### src/hw/rtl/iogt_mul.sv
`timescale 1ns / 1ps
`default_nettype none
module iogt_mul #(
    parameter int AW = 35,
    parameter int BW = 35
) (
    input  wire logic             i_clk,
    input  wire logic             i_rst_n,
    input  wire logic             i_start,
    input  wire logic [AW-1:0]    i_a,
    input  wire logic [BW-1:0]    i_b,
    output logic                  o_done,
    output logic [AW+BW-1:0]      o_prod
);
    localparam int PW = AW + BW;
    localparam int H  = (BW + 1) / 2;

    logic          r_busy;
    logic          r_phase;
    logic          r_done;
    logic [AW-1:0] r_a;
    logic [BW-1:0] r_b;
    logic [PW-1:0] r_acc;

    always_ff @(posedge i_clk) begin
        if (!i_rst_n) begin
            r_busy  <= 1'b0;
            r_phase <= 1'b0;
            r_done  <= 1'b0;
        end else begin
            r_done <= 1'b0;
            if (i_start) begin
                r_busy  <= 1'b1;
                r_phase <= 1'b0;
            end else if (r_busy) begin
                if (!r_phase) begin
                    r_phase <= 1'b1;
                end else begin
                    r_busy <= 1'b0;
                    r_done <= 1'b1;
                end
            end
        end
    end

    // low half of b, then high half shifted in
    always_ff @(posedge i_clk) begin
        if (i_start) begin
            r_a <= i_a;
            r_b <= i_b;
        end
        if (r_busy && !r_phase) begin
            r_acc <= PW'(r_a * r_b[H-1:0]);
        end else if (r_busy && r_phase) begin
            r_acc <= r_acc + (PW'(r_a * r_b[BW-1:H]) << H);
        end
    end

    assign o_done = r_done;
    assign o_prod = r_acc;

endmodule
`default_nettype wire

### config.mk
export PLATFORM = sky130hd
export DESIGN_NAME = iogt_mul
export DESIGN_NICKNAME = d
export VERILOG_FILES = /design/src/hw/rtl/iogt_mul.sv
export SDC_FILE = /design/constraint.sdc
export NUM_CORES = 2
export LEC_CHECK = 0
export BUFFER_PORTS_ARGS = -buffer_cell sky130_fd_sc_hd__buf_4
export CAP_MARGIN = 20
export CELL_PAD_IN_SITES_DETAIL_PLACEMENT = 0
export CELL_PAD_IN_SITES_GLOBAL_PLACEMENT = 1
export CORE_MARGIN = 3
export CORE_UTILIZATION = 45
export CTS_CLUSTER_SIZE = 16
export DETAILED_ROUTE_END_ITERATION = 7
export GPL_TIMING_DRIVEN = 0
export PLACE_DENSITY = 0.8
export SYNTH_ARGS = -nofsm -noshare
export SYNTH_HDL_FRONTEND = slang
export SYNTH_SLANG_ARGS = --single-unit
### constraint.sdc
create_clock -name i_clk -period 15.6 [get_ports i_clk]
set_input_delay 2.34 -clock i_clk [delete_from_list [all_inputs] [get_ports i_clk]]
set_output_delay 2.34 -clock i_clk [all_outputs]
set_load 0.1 [all_outputs]
* After elaboration in Yosys (flattened, before gate mapping) *
Index checks and enable logic that the tools add are counted.

storage, ports and cells
  register bits = 143

cells by class
  mux-type cells = 6
  add/subtract/negate cells = 1
  bitwise gates (word level) = 2
  reductions and logical operators = 6
  multiply operators = 2

operators with widths
  cell               number
  $mux 53            2
  $add 70x70->70     1
  $mul 35x18->53     1
  $mul 35x17->52     1
  $mux 1             4
  $reduce_or 3->1    1
  $logic_and 1x1->1  2
  $not 1->1          2
  $reduce_bool 2->1  1
  $reduce_or 2->1    1
  $logic_not 1->1    1

* Depth between registers and ports, before layout *
  word-level depth = 4
  depth in mapped cells = 38

* Worst setup path before layout *
OpenSTA, ideal clock, no wires.

  path type = register -> register
  from = reg r_a[10]
  to = reg r_acc[69], in the netlist o_prod[69]
  data arrival time = 8226 ps
  setup time = 79 ps
  stages on the path, launching flop included = 32
  path slack = 7294 ps
  cell sequence = edfxtp_1 > clkbuf_1 > clkbuf_1 > nand2_1 > fa_1 > fa_1 > fa_1 > fa_1 > inv_1 > fa_1 > inv_1 > fa_1 > inv_1 > ha_1 > buf_2 > and3_1 > nand3_1 > a211oi_1 > nor3_1 > o311ai_0 > xor2_1 > ha_1 > nand4_1 > or3_1 > o221a_1 > and3_4 > a21bo_2 > o211a_4 > o41ai_4 > nor3b_2 > mux2i_1 > o211ai_1

between the ends
  longest elaborated chain between the ends = 2

ends and longest elaborated chain
  element                 line  RTL
  start, declared         21    logic [AW-1:0] r_a;
  start signal, assigned  49    r_a <= i_a;
  $mul 35x17->52          55    r_acc <= r_acc + (PW'(r_a * r_b[BW-1:H]) << H);
  $add 70x70->70          55
  end signal, assigned    53    r_acc <= PW'(r_a * r_b[H-1:0]);
  end signal, assigned    55
  end, declared           23    logic [PW-1:0] r_acc;

Every way passes these cells.
A chain may end at the register's enable or synchronous reset.

* Worst setup path in the final report *
  from = reg r_b[20]
  to = reg r_acc[62], in the netlist o_prod[62]

between the ends
  longest elaborated chain between the ends = 2

ends and longest elaborated chain
  element                 line  RTL
  start, declared         22    logic [BW-1:0] r_b;
  start signal, assigned  50    r_b <= i_b;
  $mul 35x17->52          55
  $add 70x70->70          55

Every way passes these cells.

==> impl_metrics.json <==
{
  "critPathMaxStageDelay_ps": 840,
  "cts_made_buffers": 17,
  "firstDrtPassIters": 5,
  "hpwlAfterDp_um": 124000,
  "grt_pass1_wl_um": 221000,
  "drt_iter0_drc": 2697,
  "cts-root-buf": "clkbuf_16",
  "start_util": 0.456,
  "synth_cell_type_count": 84,
  "reg2reg_to": "o_prod[62]",
  "hp-class": "reg -> reg",
  "worst-path-buf-inv": 6,
  "rr_startpoint": "r_b[20]",
  "multi_input_area_um2": 36100,
  "slew_violations": 0,
  "cts_tree": "done",
  "setup_viol": 0,
  "required_ps": 16030,
  "setup_tns_ps": 0,
  "antenna_found_initial": 6,
  "syn_inst": 5184,
  "grt_use_total": 0.280,
  "worstSetupStartpointType": "flip-flop",
  "critical_path_class": "reg -> reg",
  "via_per_inst": 5.29,
  "yosysSeqAreaShare": 0.0895,
  "yosys.area.top_type": "fa_1",
  "die-area_um2": 106000,
  "clk_pin_slew_ps": 60,
  "cts_post_setup_buffers_inserted": 0,
  "period_share": 0.730,
  "ant_nets": 0,
  "clk_latency_ps": 550,
  "finalHoldViolCount": 0,
  "cp_common_cell": "fa_1",
  "gr-total-overflow": 0,
  "cts_resized": 0,
  "synth-seq-cells": 143,
  "cp_top_family": "adder cells",
  "gp_congestion": 0.926,
  "fin_crit_ps": 11390,
  "synth-main-ff-cell": "edfxtp_1",
  "portBuffers": 143,
  "syn_area_per_cell_um2": 8.83,
  "crit_cells": 36,
  "max_cap_viol_count": 0,
  "synth_area_um2": 45800,
  "final_common_cell": "inv_1",
  "hold_buffers": 0,
  "cts.path.max_buffers": 2,
  "row_count": 116,
  "crit_fanout": 10,
  "arrival_ps": 11820,
  "max_freq_mhz": 87.8,
  "crit_slowest_cell": "clkbuf_1",
  "finalClockSkew_ps": 31.9,
  "vias": 35500,
  "async_reset_ff_frac": 0,
  "yosysWarnings": 0,
  "grt_pass1_vias": 36700,
  "ios": 144,
  "rr_worst_depth": 36,
  "regArea_um2": 4090,
  "clock-sinks": 143,
  "layout_common_cells": "inv_1 (1174), fa_1 (1023), nand2_1 (980)",
  "synth_top_area_share": 0.448,
  "routed_wl_um": 144000,
  "final_nets": 6753,
  "crit_path_end_kind": "flip-flop",
  "nFillCells": 9784,
  "cp-startpoint": "r_b[20]",
  "rsz0062_at_grt": "no",
  "r2r_slack_ps": 4210,
  "drcViolationCount": 0,
  "syn_to_final_growth_pct": 7.51,
  "die_x_um": 325,
  "core_area_um2": 100000,
  "syn-num-nets": 6588,
  "grt_max_degree": 47,
  "cp-endpoint": "o_prod[62]",
  "run_status": "complete, no violations",
  "synthTopCellsByArea": "fa_1 (45%), inv_1 (9.6%), ha_1 (8.4%), edfxtp_1 (8.1%), nand2_1 (8.0%)",
  "slew_headroom": 0.239,
  "htree_levels": 4,
  "drive_gt1_frac": 0.0405,
  "routedWlPerCell_um": 21.5,
  "synth-edff-count": 123,
  "die_h_um": 325,
  "fin_hold_ws_ps": 511,
  "worst_slew_pin_slew_ps": 1140
}
stage by stage:
| stage | util | cell area [um^2] | worst slack (ps) | cells |
|---|---|---|---|---|
| 4_1_cts | 0.490 | 49200 | 4430 | 6719 |
| 3_3_place_gp | 0.483 | 48500 | 4470 | 6684 |
| 2_1_floorplan | - | 45800 | 7290 | 5184 |
| 5_1_grt | 0.490 | 49200 | 3890 | 6719 |
| 3_5_place_dp | 0.484 | 48600 | 4510 | 6687 |
| 6_report | 0.490 | 49200 | 4210 | 6720 |
cells by family after synthesis:
group,Yosys count,synth area share
XOR/XNOR,126,0.0241
adder cells (fa/ha/maj),1331,0.532
AND/OR/NAND/NOR,1572,0.156
AO/OA/AOI/OAI,529,0.0749
flip-flops,143,0.0895
multiplexers,3,0.000656
buffers and inverters,1480,0.123
cell usage after synthesis, types with 20 or more instances:
cell type / count
xor2_1: 47
xnor2_1: 79
a21o_1: 113
clkbuf_1: 290
and2_1: 350
inv_1: 1174
edfxtp_1: 123
nor3_1: 22
nand2_1: 980
nand3_1: 23
ha_1: 308
o21ai_0: 91
dfxtp_1: 20
o21bai_1: 20
nor2_1: 86
a31oi_1: 20
a21oi_1: 158
nand4_1: 28
fa_1: 1023
flip-flops by register name, indices dropped and copies added, names as in the netlist:
signal and count:
o_done 1, o_prod 70, r_a 35, r_b 35, r_busy 1, r_phase 1
metal layers:
metal	global-route usage	up-vias	part of all wire
met4	0.131	4	0.054
met5	0	-	0.00016
met2	0.469	1333	0.49
met1	0.357	18100	0.39
li1	-	15800	-
met3	0.0425	285	0.066
worst reg2reg max path: cells and delay by family, from the launching register on:
kind	cells	cell delay, ps
and+or+nand+nor	10	1770
buffers and inverters	6	1680
AOI/OAI and AO/OA	10	2960
DFF	1	330
adders and majority gates	8	3820
xor gates and xnor gates	2	730
final cells by class:
| class | count | area share |
|---|---|---|
| Antenna cell | 1 | 0.0000509 |
| Buffer | 305 | 0.0245 |
| Clock buffer | 21 | 0.00982 |
| Clock inverter | 11 | 0.00237 |
| Inverter | 1175 | 0.0896 |
| Multi-Input combinational cell | 3561 | 0.733 |
| Sequential cell | 143 | 0.0832 |
| Tap cell | 1357 | 0.0345 |
| Timing Repair Buffer | 146 | 0.0231 |
worst min-delay path by stage:
stage	from	end	slack [ps]	depth (start not counted)
2_1_floorplan	r_phase	r_phase	570	3
3_3_place_gp	o_prod[65]	o_prod[65]	490	2
3_5_place_dp	o_prod[65]	o_prod[65]	500	2
4_1_cts	o_prod[65]	o_prod[65]	510	2
5_1_grt	o_prod[65]	o_prod[65]	530	2
6_report	o_prod[65]	o_prod[65]	510	2
Power is left out: the tool's default activity adds up to more than one toggle a clock period on the data nets, which glitch-free logic cannot reach.
