`config.mk`:
```
export PLATFORM = sky130hd
export DESIGN_NAME = iogt_table
export DESIGN_NICKNAME = d
export VERILOG_FILES = /design/src/hw/rtl/iogt_pkg.sv /design/src/hw/rtl/iogt_table.sv
export SDC_FILE = /design/constraint.sdc
export NUM_CORES = 2
export LEC_CHECK = 0
export BUFFER_PORTS_ARGS = -buffer_cell sky130_fd_sc_hd__buf_4
export CAP_MARGIN = 20
export CORE_ASPECT_RATIO = 0.8
export CORE_MARGIN = 2
export CORE_UTILIZATION = 56
export CTS_CLUSTER_SIZE = 20
export DETAILED_ROUTE_END_ITERATION = 10
export PLACE_DENSITY_LB_ADDON = 0.15
export SYNTH_ARGS = -nofsm -noshare
export SYNTH_HDL_FRONTEND = slang
export SYNTH_SLANG_ARGS = --single-unit
```
`constraint.sdc`:
```
create_clock -name i_clk -period 2.88 [get_ports i_clk]
set_clock_uncertainty 0.2 [all_clocks]
set_input_delay 0.144 -clock i_clk [delete_from_list [all_inputs] [get_ports i_clk]]
set_output_delay 0.144 -clock i_clk [all_outputs]
set_load 0.005 [all_outputs]
```
`src/hw/rtl/iogt_pkg.sv`:
```
`timescale 1ns / 1ps
`default_nettype none
package iogt_pkg;

    localparam int DefMaxTracks = 32;
    localparam int DefCoordBits = 12;

    localparam int CLASS_W   = 7;
    localparam int ID_W      = 16;
    localparam int MISS_W    = 5;
    localparam int THR_W     = 8;
    localparam int CFG_W     = 8;
    localparam int STATUS_W  = 2;
    localparam int ACTIVE_W  = 6;

    localparam logic OP_FRAME  = 1'b0;
    localparam logic OP_DETECT = 1'b1;

    localparam logic [STATUS_W-1:0] ST_MATCH = 2'd0;
    localparam logic [STATUS_W-1:0] ST_NEW   = 2'd1;
    localparam logic [STATUS_W-1:0] ST_DROP  = 2'd2;
    localparam logic [STATUS_W-1:0] ST_FRAME = 2'd3;

    localparam logic CFG_IOU_THR    = 1'b0;
    localparam logic CFG_MAX_MISSED = 1'b1;

    localparam logic [THR_W-1:0]  THR_RESET  = 8'd64;
    localparam logic [MISS_W-1:0] MISS_RESET = 5'd15;
    localparam logic [MISS_W-1:0] MISS_SAT   = 5'd31;
    localparam logic [ID_W-1:0]   ID_FIRST   = 16'd1;
    localparam logic [ID_W-1:0]   ID_LAST    = 16'hFFFF;
    localparam logic [ID_W-1:0]   ID_NONE    = 16'd0;

    typedef struct packed {
        logic meta;
        logic box;
        logic missed;
    } t_tbl_we;

endpackage
`default_nettype wire

```
`src/hw/rtl/iogt_table.sv`:
```
`timescale 1ns / 1ps
`default_nettype none
module iogt_table #(
    parameter int MAX_TRACKS = iogt_pkg::DefMaxTracks,
    parameter int COORD_BITS = iogt_pkg::DefCoordBits
) (
    input  wire logic                                i_clk,
    input  wire iogt_pkg::t_tbl_we                   i_we,
    input  wire logic [$clog2(MAX_TRACKS)-1:0]       i_wr_addr,
    input  wire logic [iogt_pkg::ID_W-1:0]           i_wr_id,
    input  wire logic [iogt_pkg::CLASS_W-1:0]        i_wr_class,
    input  wire logic [4*COORD_BITS+1:0]             i_wr_box,
    input  wire logic [iogt_pkg::MISS_W-1:0]         i_wr_missed,
    input  wire logic [$clog2(MAX_TRACKS)-1:0]       i_rd_addr,
    output logic [iogt_pkg::ID_W-1:0]                o_rd_id,
    output logic [iogt_pkg::CLASS_W-1:0]             o_rd_class,
    output logic [4*COORD_BITS+1:0]                  o_rd_box,
    output logic [iogt_pkg::MISS_W-1:0]              o_rd_missed
);
    import iogt_pkg::*;

    localparam int BXW = 4 * COORD_BITS + 2;

    logic [ID_W-1:0]    mem_id     [MAX_TRACKS];
    logic [CLASS_W-1:0] mem_class  [MAX_TRACKS];
    logic [BXW-1:0]     mem_box    [MAX_TRACKS];
    logic [MISS_W-1:0]  mem_missed [MAX_TRACKS];

    logic [ID_W-1:0]    r_rd_id;
    logic [CLASS_W-1:0] r_rd_class;
    logic [BXW-1:0]     r_rd_box;
    logic [MISS_W-1:0]  r_rd_missed;

    always_ff @(posedge i_clk) begin
        if (i_we.meta) begin
            mem_id[i_wr_addr]    <= i_wr_id;
            mem_class[i_wr_addr] <= i_wr_class;
        end
        if (i_we.box) begin
            mem_box[i_wr_addr] <= i_wr_box;
        end
        if (i_we.missed) begin
            mem_missed[i_wr_addr] <= i_wr_missed;
        end
        r_rd_id     <= mem_id[i_rd_addr];
        r_rd_class  <= mem_class[i_rd_addr];
        r_rd_box    <= mem_box[i_rd_addr];
        r_rd_missed <= mem_missed[i_rd_addr];
    end

    assign o_rd_id     = r_rd_id;
    assign o_rd_class  = r_rd_class;
    assign o_rd_box    = r_rd_box;
    assign o_rd_missed = r_rd_missed;

endmodule
`default_nettype wire

```
# [Yosys cells after proc, flatten, opt, wreduce, memory -nomap -nowiden]
# Memories as Yosys holds them, arrays and structs flattened. A register that Yosys moved wholly into a read port is not among the register bits.
# Index checks and enable logic that the tools add are counted.
[totals] ff_bits=0 ram_bits=2496 input_bits=92 elab_cells=10 output_inout_bits=78 n_memories=4 rom_bits=0 latchBits=0
[classes] n_bitwise=0 n_mux=6 shift=0 n_mul=0 div_mod_pow=0 n_reduce_logical=0 add_sub_neg=0 n_eq_ne=0 order_cmp=0
[mem_list] name="mem_box" depth=32 word_bits=50 rd=1 rd_clocked_by_memory_dff=1 wr=1 line_no="iogt_table.sv:26" rtl="logic [BXW-1:0] mem_box [MAX_TRACKS];"
[mem_list] name="mem_id" depth=32 word_bits=16 rd=1 rd_clocked_by_memory_dff=1 wr=1 line_no="iogt_table.sv:24" rtl="logic [ID_W-1:0] mem_id [MAX_TRACKS];"
[mem_list] name="mem_class" depth=32 word_bits=7 rd=1 rd_clocked_by_memory_dff=1 wr=1 line_no="iogt_table.sv:25" rtl="logic [CLASS_W-1:0] mem_class [MAX_TRACKS];"
[mem_list] name="mem_missed" depth=32 word_bits=5 rd=1 rd_clocked_by_memory_dff=1 wr=1 line_no="iogt_table.sv:27" rtl="logic [MISS_W-1:0] mem_missed [MAX_TRACKS];"
[op_table] operator="$mux W1" n=6

# [Depth between registers and ports, before layout]
[logic_depth] ltp_word=2 depth_mapped=9 ltp_nobuf=4

# [Least setup slack after synthesis]
# Ideal clock, no wire load.
[synth_path] path_kind="input -> register" startpoint="input i_wr_addr[4]" endpoint="memory mem_box[16][0] in the netlist's numbering (enable)" path_stages=4 setup_ns=0.413 path_slack_ns=0.150 arrival_time_ns=2.117 required_ns=2.267 path_buffers=1 cell_sequence="clkbuf_1 -> or3b_1 -> nor2_1 -> and2_1"
[synth_lines] item="start: declaration" line_no="iogt_table.sv:9" rtl="input wire logic [$clog2(MAX_TRACKS)-1:0] i_wr_addr,"
[synth_lines] item="end: declaration" line_no="iogt_table.sv:26"
# No word-level cell before the write port.

==> results by group <==
Critical path
  – Setup CP Type: in2reg
  – Crit. End Element: register
  – Crit path buffers/inverters: 5
  – Startpoint types: input pin
  – WP depth: 9
  – Worst r2r dst: o_rd_box[32]$_DFF_P_
  – CP max stage cell: dlygate4sd3_1
  – FF-to-FF setup slack: between 0.6 and 0.7 ns
  – CP arrival: 3.25 ns
  – R2R depth: 5
  – Critical Path RT: roughly 3.4 ns
  – CP top delay family: buffers and inverters
  – Critical-path cell list: dlygate4sd3_1 -> buf_8 -> buf_12 -> buf_12 -> mux4_2 -> a22o_1 -> a31oi_1 -> nand3_1 -> dlygate4sd3_1
  – CP Max Fanout: 38
  – Worst stage delay on the critical path: roughly 0.57 ns
  – Worst R2R Start: mem_box[15][32]$_DFFE_PP_

Power and ir drop
  – Maximum VDD drop: between 0.6 and 0.7 mV
  – P_leak: approximately 38 nW
  – PwrDens: approximately 700 mW/mm²
  – Total power: around 77 mW

Clocking
  – CTS Buf Count: 233
  – # resized after CTS: 0
  – Reg clk slew, reported paths: 0.07 ns
  – H-tree depth: 4
  – Clk_lat worst skew: 0.86 ns
  – Post-CTS setup buffers: 0
  – CTS root buffer: clkbuf_16
  – Clk sinks: about 2600
  – CTS max path bufs: 3
  – TritonCTS clock tree: done

Logic synthesis
  – Largest cells by area after synthesis: edfxtp_1, mux4_2, mux2i_1, a22oi_1, dfxtp_1
  – Distinct cell type count after synthesis: 37
  – Flops & latches, synth: between 2000 and 3000
  – Post-synthesis sequential area ratio: about four fifths
  – Top cells by count, synth: edfxtp_1, mux2i_1, a22oi_1
  – Cell Area, Synth: about 0.097 mm²
  – Yosys top cell by area: edfxtp_1
  – Synthesized net count: 4763
  – EDFF count, synth: 2496
  – Adder-Cell Fraction of Synth Area: 0%
  – Post-Synth Simple-Gate Area: under 10%
  – Yosys top cell area share: ~77%
  – Post-synth ARST share: 0%
  – Mean Syn Cell Area: just over 20 µm²
  – Synthesized netlist cell count: between 4000 and 5000
  – Synth Area in XOR/XNOR: 0%
  – Mux cell area share after synthesis: 13.70%
  – Top-count cell post-synth: edfxtp_1
  – Largest family of logic cells by synthesized area: multiplexers
  – Complex-gate fraction of the synthesized area: about 4%
  – Yosys warning count: 0
  – Main synth FF type: edfxtp_1

Detailed routing
  – Initial DRC Count: ~7300
  – Vias/cell: 6.550
  – Antenna viol nets, final: 0
  – TritonRoute pass-1 iters: 6
  – Vias after detailed routing: just over 50000
  – Detailed Route WL: between 200 and 300 mm
  – DRC: 0
  – Per-cell routed wire length: about 34 µm

Timing
  – Max Slew Vio Count: 0
  – Setup TNS: 0 ns
  – Hold_ws: roughly 0.043 ns
  – Worst Setup Slack, final: 0.1606 ns
  – Tmin final: around 2.7 ns
  – Final Hold Viols: 0
  – Worst Tran Pin Value: between 1 and 1.5 ns
  – Fmax: 367.7 MHz
  – Fin crit share: between 90% and 100%
  – Setup violations, final: 0
  – RSZ-0062 raised after global routing: false
  – Rel. slew slack: between 20% and 30%

Final layout
  – Core Util, Final: approximately 65%
  – Share of layout cells above drive strength 1: about 22%
  – # fillers: between 10000 and 15000
  – Layout overhead on the synthesized area: 16.04%
  – Final Instance Count excl. Fillers: approximately 7700
  – Nets: 5283
  – Design Area, Final: about 0.11 mm²

Global routing
  – Total GRT Usage: 29.19%
  – Initial antenna violation count: 5
  – Vias in the first global route: about 49000
  – Total congestion overflow: 0
  – Largest net degree at the start of global routing: 59
  – First-pass GRT wire length: about 360 mm

Floorplanning
  – CORE AREA: approximately 0.17 mm²
  – Row cnt: about 140
  – IO Pins: 170
  – Die area: between 0.15 and 0.2 mm²
  – Die W: around 470 µm
  – Die Span Y: around 380 µm
  – Initial core utilization: a little under three fifths

Job
  – Max-cap viol count: 0

Place
  – Setup WS pre-CTS: about 0.16 ns
  – Placed cell areas: 0.1037 mm²
  – Port buffer count: around 170
  – Hpwl dp: about 140 mm
  – Placed insts: around 7000
  – RD Place Congestion: ~0.83

Worst hold path
  – Hold path endpoint: mem_id[22][11]$_DFFE_PP_
  – Hold Path Depth: 2
  – Worst hold path startpoint: i_wr_id[11]
  – HP Class: in2reg

Status
  – Status: finished, final reports clean
[timing repair]
action                      CTS  global route
hold buffers                109             0
setup endpoints to repair     0             4
hold endpoints to repair   3952             0
[layer usage]
layer  wire length (µm)  global-route usage [%]  vias up
met3              24860                   5.012      355
met5                  0                       0        -
met4               6280                   7.388        0
met1             109900                   45.52    26644
li1                   -                       -    20504
met2             117100                   43.33     2764
[power breakdown]
part / internal (mW) / leakage (nW) / switching [mW]
clock network: 18.0 / 3.81 / 13.4
logic: 1.63 / 10.6 / 2.40
registers: 41.6 / 23.1 / 0.245
total: 61.2 / 37.6 / 16.1
[worst max-delay path by stage]
stage | slack [ns] | to | from
finish | 0.16 | o_rd_box[32]$_DFF_P_ | i_rd_addr[0]
CTS | 0.05 | mem_box[16][45]$_DFFE_PP_ | i_wr_addr[2]
floorplan | 0.15 | mem_box[16][0]$_DFFE_PP_ | i_wr_addr[4]
detailed placement | 0.16 | o_rd_box[45]$_DFF_P_ | i_rd_addr[0]
global route | 0.10 | o_rd_box[32]$_DFF_P_ | i_rd_addr[0]
global placement | 0.19 | o_rd_box[45]$_DFF_P_ | i_rd_addr[0]
[flip-flops by register name, summed over array words and instances, names as in the netlist]
register,count
mem_id,512
mem_missed,160
mem_box,1600
o_rd_missed,5
o_rd_class,7
o_rd_box,50
mem_class,224
o_rd_id,16
[area by class of cell]
| cell class | instances | area, µm² | share of cell area, % |
|---|---|---|---|
| clock buffers | 314 | 6440 | 5.720 |
| repair buffers | 557 | 6010 | 5.338 |
| clock inverters | 126 | 1326 | 1.178 |
| multi-input cells | 1825 | 19440 | 17.27 |
| well taps | 2277 | 2849 | 2.531 |
| flip-flops and latches | 2574 | 76510 | 67.96 |
| diodes | 1 | 2.502 | 0.002223 |
[cell usage in the layout (no fill, tap or decap), types with 49 or more instances in the layout]
master / n
nand3_1: 144
mux4_2: 320
buf_4: 323
a31oi_1: 49
clkbuf_1: 55
mux2i_1: 608
a22oi_1: 381
a22o_1: 52
dfxtp_1: 78
clkbuf_16: 237
dlygate4sd3_1: 108
buf_12: 123
edfxtp_1: 2496
[cell families (layout without fill, tap and decap cells)]
kind of cell / count (synthesis) / count (layout)
DFF: 2574 / 2574
other: 0 / 1
buffers and inverters: 272 / 997
muxes: 928 / 928
and+or+nand+nor: 377 / 377
AOI/OAI and AO/OA: 520 / 520
[worst reg2reg max path: cells and delay by family, from the launching register on]
family / cells / cell delay (ns)
AND/OR/NAND/NOR: 1 / 0.09
buffers and inverters: 1 / 0.57
AO/OA/AOI/OAI: 2 / 0.42
multiplexers: 1 / 0.48
flip-flops: 1 / 0.36
(Power assumes the default switching activity.)
